==> src/rtl/pst_pkg.sv <==
package pst_pkg;
    localparam int unsigned CoordW = 24;
    localparam int unsigned NormW  = 16;
    localparam int unsigned WidthW = 16;
    localparam logic [WidthW-1:0] WidthReset = 16'd256;
    localparam logic signed [NormW-1:0] Q14One = 16'sd16384;
    localparam logic signed [CoordW-1:0] CoordMax = 24'sh7FFFFF;
    localparam logic signed [CoordW-1:0] CoordMin = 24'sh800000;

    typedef struct packed {
        logic signed [CoordW-1:0] vertex_x;
        logic signed [CoordW-1:0] vertex_y;
        logic                     starts_line;
    } t_vin;

    typedef struct packed {
        logic signed [CoordW-1:0] out_x;
        logic signed [CoordW-1:0] out_y;
        logic                     last_of_run;
    } t_vout;

    // Saturate a wide sum to the signed coordinate range.
    function automatic logic signed [CoordW-1:0] sat24(input logic signed [27:0] v);
        logic signed [CoordW-1:0] r;
        if (v > 28'(CoordMax)) begin
            r = CoordMax;
        end else if (v < 28'(CoordMin)) begin
            r = CoordMin;
        end else begin
            r = v[CoordW-1:0];
        end
        return r;
    endfunction
endpackage

==> src/rtl/pst_div.sv <==
// Restoring divider, one quotient bit per cycle: q = num / den.
module pst_div
    import pst_pkg::*;
(
    input  logic        i_clk,
    input  logic        i_rst_n,
    input  logic        i_start,
    input  logic [63:0] i_num,
    input  logic [31:0] i_den,
    output logic        o_done,
    output logic [63:0] o_quo
);
    logic [63:0] r_quo, n_quo;
    logic [32:0] r_rem, n_rem;
    logic [31:0] r_den;
    logic [6:0]  r_cnt;
    logic        r_busy;
    logic [32:0] w_sh;

    always_comb begin
        w_sh  = {r_rem[31:0], r_quo[63]};
        n_quo = {r_quo[62:0], 1'b0};
        n_rem = w_sh;
        if (w_sh >= {1'b0, r_den}) begin
            n_rem    = w_sh - {1'b0, r_den};
            n_quo[0] = 1'b1;
        end
    end

    // One shift-subtract step per cycle.
    always_ff @(posedge i_clk) begin
        if (!i_rst_n) begin
            r_busy <= 1'b0;
            o_done <= 1'b0;
            r_cnt  <= '0;
        end else begin
            o_done <= 1'b0;
            if (i_start) begin
                r_busy <= 1'b1;
                r_quo  <= i_num;
                r_rem  <= '0;
                r_den  <= i_den;
                r_cnt  <= 7'd0;
            end else if (r_busy) begin
                r_quo <= n_quo;
                r_rem <= n_rem;
                r_cnt <= r_cnt + 7'd1;
                if (r_cnt == 7'd63) begin
                    r_busy <= 1'b0;
                    o_done <= 1'b1;
                end
            end
        end
    end
    assign o_quo = r_quo;
endmodule

==> config.mk <==
export PLATFORM = sky130hd
export DESIGN_NAME = pst_div
export DESIGN_NICKNAME = d
export VERILOG_FILES = /design/src/rtl/pst_pkg.sv /design/src/rtl/pst_div.sv
export SDC_FILE = /design/constraint.sdc
export NUM_CORES = 1
export LEC_CHECK = 0
export CAP_MARGIN = 20
export CORE_MARGIN = 10
export CORE_UTILIZATION = 58
export DETAILED_ROUTE_END_ITERATION = 6
export DONT_BUFFER_PORTS = 1
export PLACE_DENSITY_LB_ADDON = 0.3
export SYNTH_ARGS = -nofsm -noshare
export SYNTH_HDL_FRONTEND = slang
export SYNTH_SLANG_ARGS = --single-unit
export TNS_END_PERCENT = 30
==> constraint.sdc <==
create_clock -name i_clk -period 3.7 [get_ports i_clk]
set_clock_uncertainty 0.2 [all_clocks]
set_input_delay 0.555 -clock i_clk [delete_from_list [all_inputs] [get_ports i_clk]]
set_output_delay 0.555 -clock i_clk [all_outputs]
set_load 0.05 [all_outputs]
* Yosys cells after proc, flatten, opt, wreduce, memory -nomap -nowiden *
Index checks and enable logic that the tools add are counted.

storage, ports and cells
  memory bits (read-only) = 0
  word-level logic and storage cells = 26
  flip-flop bits (word level) = 137
  output and inout bits = 65
  bits in latches = 0
  memories kept = 0
  input port bits = 99
  bits in writable memories = 0

cells by class
  equality and inequality tests = 1
  add/subtract/negate cells = 2
  bitwise operators = 2
  order comparisons = 1
  reduce and logical (&&, ||, !) cells = 5
  div/mod/pow operators = 0
  muxes and demuxes = 9
  shifts and indexed selects = 0
  $mul = 0

operators by type and width
  operator                                        count
  2-to-1 mux 64 bit                               2
  2-to-1 mux 32 bit                               2
  greater-or-equal comparator 33 x 32 -> 1 bit    1
  subtractor 32 bit                               1
  adder 7 x 1 -> 7 bit (second input constant)    1
  == test 7 x 6 -> 1 bit (second input constant)  1
  2-to-1 mux 1 bit                                5
  AND reduction 2 bit                             2
  OR reduction 3 bit                              1
  inverter 1 bit                                  2
  nonzero test 2 bit                              1
  OR reduction 2 bit                              1

* Logic depth before layout (Yosys ltp) *
  word-level depth = 4
  depth in mapped cells = 13
  depth with buffers taken out = 13

* Worst setup path before layout *
OpenSTA, ideal clock, no wires.

  path type = input to register
  from = input i_start
  to = register r_quo[0] (netlist: o_quo[0]), enable pin
  required time = 3.037 ns
  stages on the path = 2
  path buffers = 1
  arrival time = 3.004 ns
  path slack = 0.033 ns
  library setup time = 0.463 ns
  path through = clkbuf_1 o21a_1

between the ends
  word-level cells in the longest chain between the ends = 2

ends and longest elaborated chain
  item                                  line           RTL
  from (decl)                           pst_div.sv:7   input logic i_start,
  nonzero test 2 bit (no source line)   --
  AND reduction 2 bit (no source line)  --
  to (signal assigned)                  pst_div.sv:40  r_quo <= i_num;
  to (signal assigned)                  pst_div.sv:45  r_quo <= n_quo;
  to (decl)                             pst_div.sv:13  logic [63:0] r_quo, n_quo;

Every way passes these cells.
A chain may end at the register's enable or synchronous reset.

* Worst setup path after layout *
  from = register r_quo[63] (netlist: o_quo[63])
  to = register r_rem[18], data pin

between the ends
  word-level cells in the longest chain between the ends = 3
  elaborated cells on any way between the ends = 4
  those cells by class = add/sub (1); order compare (1); mux (2)

ends and longest elaborated chain
  item                                                                               line                          RTL
  subtractor 32 bit or greater-or-equal comparator 33 x 32 -> 1 bit (tied branches)  pst_div.sv:25, pst_div.sv:24
  2-to-1 mux 32 bit *                                                                pst_div.sv:24                 if (w_sh >= {1'b0, r_den}) begin
  2-to-1 mux 32 bit *                                                                pst_div.sv:44                 end else if (r_busy) begin
  to (signal assigned)                                                               pst_div.sv:46                 r_rem <= n_rem;
  to (decl)                                                                          pst_div.sv:14                 logic [32:0] r_rem, n_rem;

Every way passes the cells marked *; elsewhere a longest branch is shown, timed or not. The select of a mux whose other input is x is not followed.

==> run_results.csv <==
group,metric,value,unit
status,status,"finished clean",
flow_run,maxCapViolCount,0,
logic_synthesis,synth_area_per_cell,11.8,µm²
logic_synthesis,syn-num-nets,762,
global_routing,met3_usage,0.104,
routing,first_iter_violations,365,
min_path,hp-start,"i_den[22]",
power,p_sw,1.44,mW
critical_path,cp.arrival,3.48,ns
placed_design,placed_cells,778,
floorplanning,core,0.0126,mm²
floorplanning,start_util,0.591,
routing,routed_wl,17100,µm
floorplanning,die-height,133,µm
power,p_clk_frac,0.337,
clocking,tritoncts,"done",
global_routing,grt_overflow,0,
power,sw_frac_of_total,0.315,
logic_synthesis,synth_top_cells_by_count,"edfxtp_1 (128), nor2_1 (69), mux2_2 (63), a21oi_1 (49), inv_1 (42)",
routing,vias,4803,
critical_path,r2r_slack,0.29,ns
critical_path,worstSetupStartpointType,"flip-flop",
clocking,cts_root_buffer,"clkbuf_16",
logic_synthesis,synth-compound-area-share,0.116,
sta,fin_setup_tns,0,ns
logic_synthesis,synth_fa_ha_area_frac,0.0582,
logic_synthesis,ys_top_cells_by_area,"edfxtp_1 (52%), mux2_2 (9.5%), ha_1 (5.6%)",
logic_synthesis,synthMuxAreaShare,0.113,
global_routing,grt_use_met2,0.310,
sta,max_slew_margin,0.450,
min_path,hold_end,"r_den[22]$_DFFE_PP_",
logic_synthesis,yosys.area.top_type,"edfxtp_1",
critical_path,crit_required,3.77,ns
power,irDropWorstVdd,0.000455,V
logic_synthesis,synth_xor_area_frac,0.0365,
cells_and_area,final_nets,758,
logic_synthesis,netlist_instances,629,
routing,drc,0,
logic_synthesis,synth_area,0.00743,mm²
sta,holdWs,0.0310,ns
min_path,hold_class,"input port to flip-flop",
global_routing,gr-usage-met1,0.217,
logic_synthesis,ys_types,58,
cells_and_area,finalNonFillerCells,812,
logic_synthesis,ys.flop_type,"edfxtp_1",
global_routing,busiest_layer,"met2",
power,p_total,4.58,mW
floorplanning,core.rowCount,41,
min_path,holdPathStages,0,
power,power_frac_comb,0.209,
logic_synthesis,ys_seq_area_frac,0.541,
sta,tightest_slew,0.825,ns
clocking,clk_path_buf_depth,2,
power,intPower,3.14,mW
logic_synthesis,async_reset_ff_frac,0,
sta,final-setup-viol-count,0,
global_routing,grt_pass1_vias,5039,
global_routing,grt_pass1_wl,27400,µm
routing,viasPerCell,5.92,
logic_synthesis,yosysTopAreaCellShare,0.517,
logic_synthesis,ys_ff_latch,137,
sta,drv_slew,0,
sta,timing.final.crit_period,3.41,ns
critical_path,crit_path_max_fanout,3,
clocking,htree_levels,4,
routing,drtPass1Iterations,6,
routing,post_drt_wl_per_cell,21.1,µm
critical_path,rr_endpoint,"r_rem[18]$_SDFFCE_PP0P_",
critical_path,r2r_start,"o_quo[63]$_DFFE_PP_",
power,seqPwrFrac,0.455,
sta,rsz0062_at_grt,"no",
floorplanning,io_pins,164,
sta,max_freq,294,MHz
placed_design,gp_congestion,0.911,
power,p_per_area,564,mW/mm²
global_routing,grt_max_degree,101,
clocking,insertion_delay,0.42,ns
logic_synthesis,synthMostInstantiatedCell,"edfxtp_1",
clocking,clk_pin_slew,0.06,ns
routing,antenna_left,0,
clocking,numCtsBuffers,17,
clocking,postCtsSetupBuffers,0,
sta,post-route-period-util,0.921,
cells_and_area,layout-drive-gt1-share,0.174,
power,leakagePower,3.11,nW
floorplanning,die_area,0.0177,mm²
placed_design,dp_hpwl,12500,µm
clocking,clkSinkCount,137,
logic_synthesis,synth_edf_count,128,
floorplanning,die_w,133,µm
logic_synthesis,synth_top_family_by_area,"compound AO/OA/AOI/OAI gates",
critical_path,r2r_cells,14,
cells_and_area,synthToLayoutAreaGrowth,9.43,%
global_routing,antenna_found_initial,2,
placed_design,io_buffers,0,
critical_path,endpoint_kind,"flip-flop",
sta,hold_violations,0,
logic_synthesis,synthSimpleGateAreaFrac,0.0948,
critical_path,crit_type,"flip-flop to flip-flop",
global_routing,grt.total_usage,0.194,
logic_synthesis,yosysWarnings,0,
repair_timing:
item                                    CTS  global route
endpoints found under the setup margin    0             2
hold buffers                              0             0
resized for setup                         0             2
layer usage:
metal / share of wire / vias up
met2: 0.48 / 205
met3: 0.12 / 28
met4: 0.021 / 2
met5: 0.00041 / -
met1: 0.38 / 2270
li1: - / 2298
power by group through the flow:
stage                     logic, mW  clock network (mW)  registers [mW]
after floorplan               0.793                   0            2.09
after detailed placement      0.948                   0            2.11
after CTS                     0.953                1.57            2.09
after global routing           1.07                1.64            2.10
after global placement        0.925                   0            2.11
final                         0.956                1.54            2.08
state kept, by name, summed over array words and instances (netlist names):
signal / cells
o_done: 1
r_den: 32
o_quo: 64
r_rem: 32
r_busy: 1
r_cnt: 7
final cells by class:
class,count,area (µm²)
diodes,2,5.00
clock buffers,18,429
clock inverters,14,111
fillers,995,4430
inverters,42,158
multi-input cells,421,3120
flip-flops and latches,137,4020
well taps,172,215
repair buffers,6,70.1
worst max-delay path, cell delays in order (launching register included):
cell	delay (ns)
edfxtp_1	0.39
inv_1	0.07
ha_1	0.16
inv_1	0.05
fa_1	0.42
a211oi_1	0.23
o21ai_0	0.19
o2111ai_1	0.28
buf_4	0.16
a211oi_1	0.08
o21a_1	0.20
o21a_1	0.17
o21ai_0	0.14
or3b_1	0.36
a21oi_1	0.14
how the worst max path moves through the flow:
| stage | cells past startpoint | slack, ns | from | to |
|---|---|---|---|---|
| after global routing | 14 | 0.04 | o_quo[63]$_DFFE_PP_ | r_rem[18]$_SDFFCE_PP0P_ |
| after detailed placement | 13 | 0.19 | o_quo[63]$_DFFE_PP_ | r_rem[24]$_SDFFCE_PP0P_ |
| after floorplan | 2 | 0.03 | i_start | o_quo[0]$_DFFE_PP_ |
| after CTS | 13 | 0.17 | o_quo[63]$_DFFE_PP_ | r_rem[24]$_SDFFCE_PP0P_ |
| final | 14 | 0.29 | o_quo[63]$_DFFE_PP_ | r_rem[18]$_SDFFCE_PP0P_ |
| after global placement | 13 | 0.24 | o_quo[63]$_DFFE_PP_ | r_rem[28]$_SDFFCE_PP0P_ |
metrics by stage:
step	setup WS (ns)	instance area, µm²	util
final	0.293	8130	0.647
after global routing	0.0350	8130	0.647
after detailed placement	0.185	7580	0.603
after global placement	0.239	7580	0.603
after floorplan	0.0333	7430	-
after CTS	0.169	8120	0.646
cells by family (layout without fill, tap and decap cells):
group           after synthesis  in the layout
buf+inv                      71             80
simple gates                153            153
flops                       137            137
fa+ha+maj                    34             34
other cells                   0              2
xor+xnor                     31             31
compound gates              127            127
mux                          76             76
layout by cell type, fill, tap and decap left out, types with 11 or more instances in the layout:
master	count
edfxtp_1	128
nor2_1	69
mux2_2	63
a21oi_1	49
inv_1	42
ha_1	33
nand2_1	32
a21o_1	18
xnor2_1	18
clkbuf_16	17
o21ai_0	16
mux2i_1	13
xor2_1	13
a211oi_1	11
Note: power is estimated with default switching activity, not from simulation.
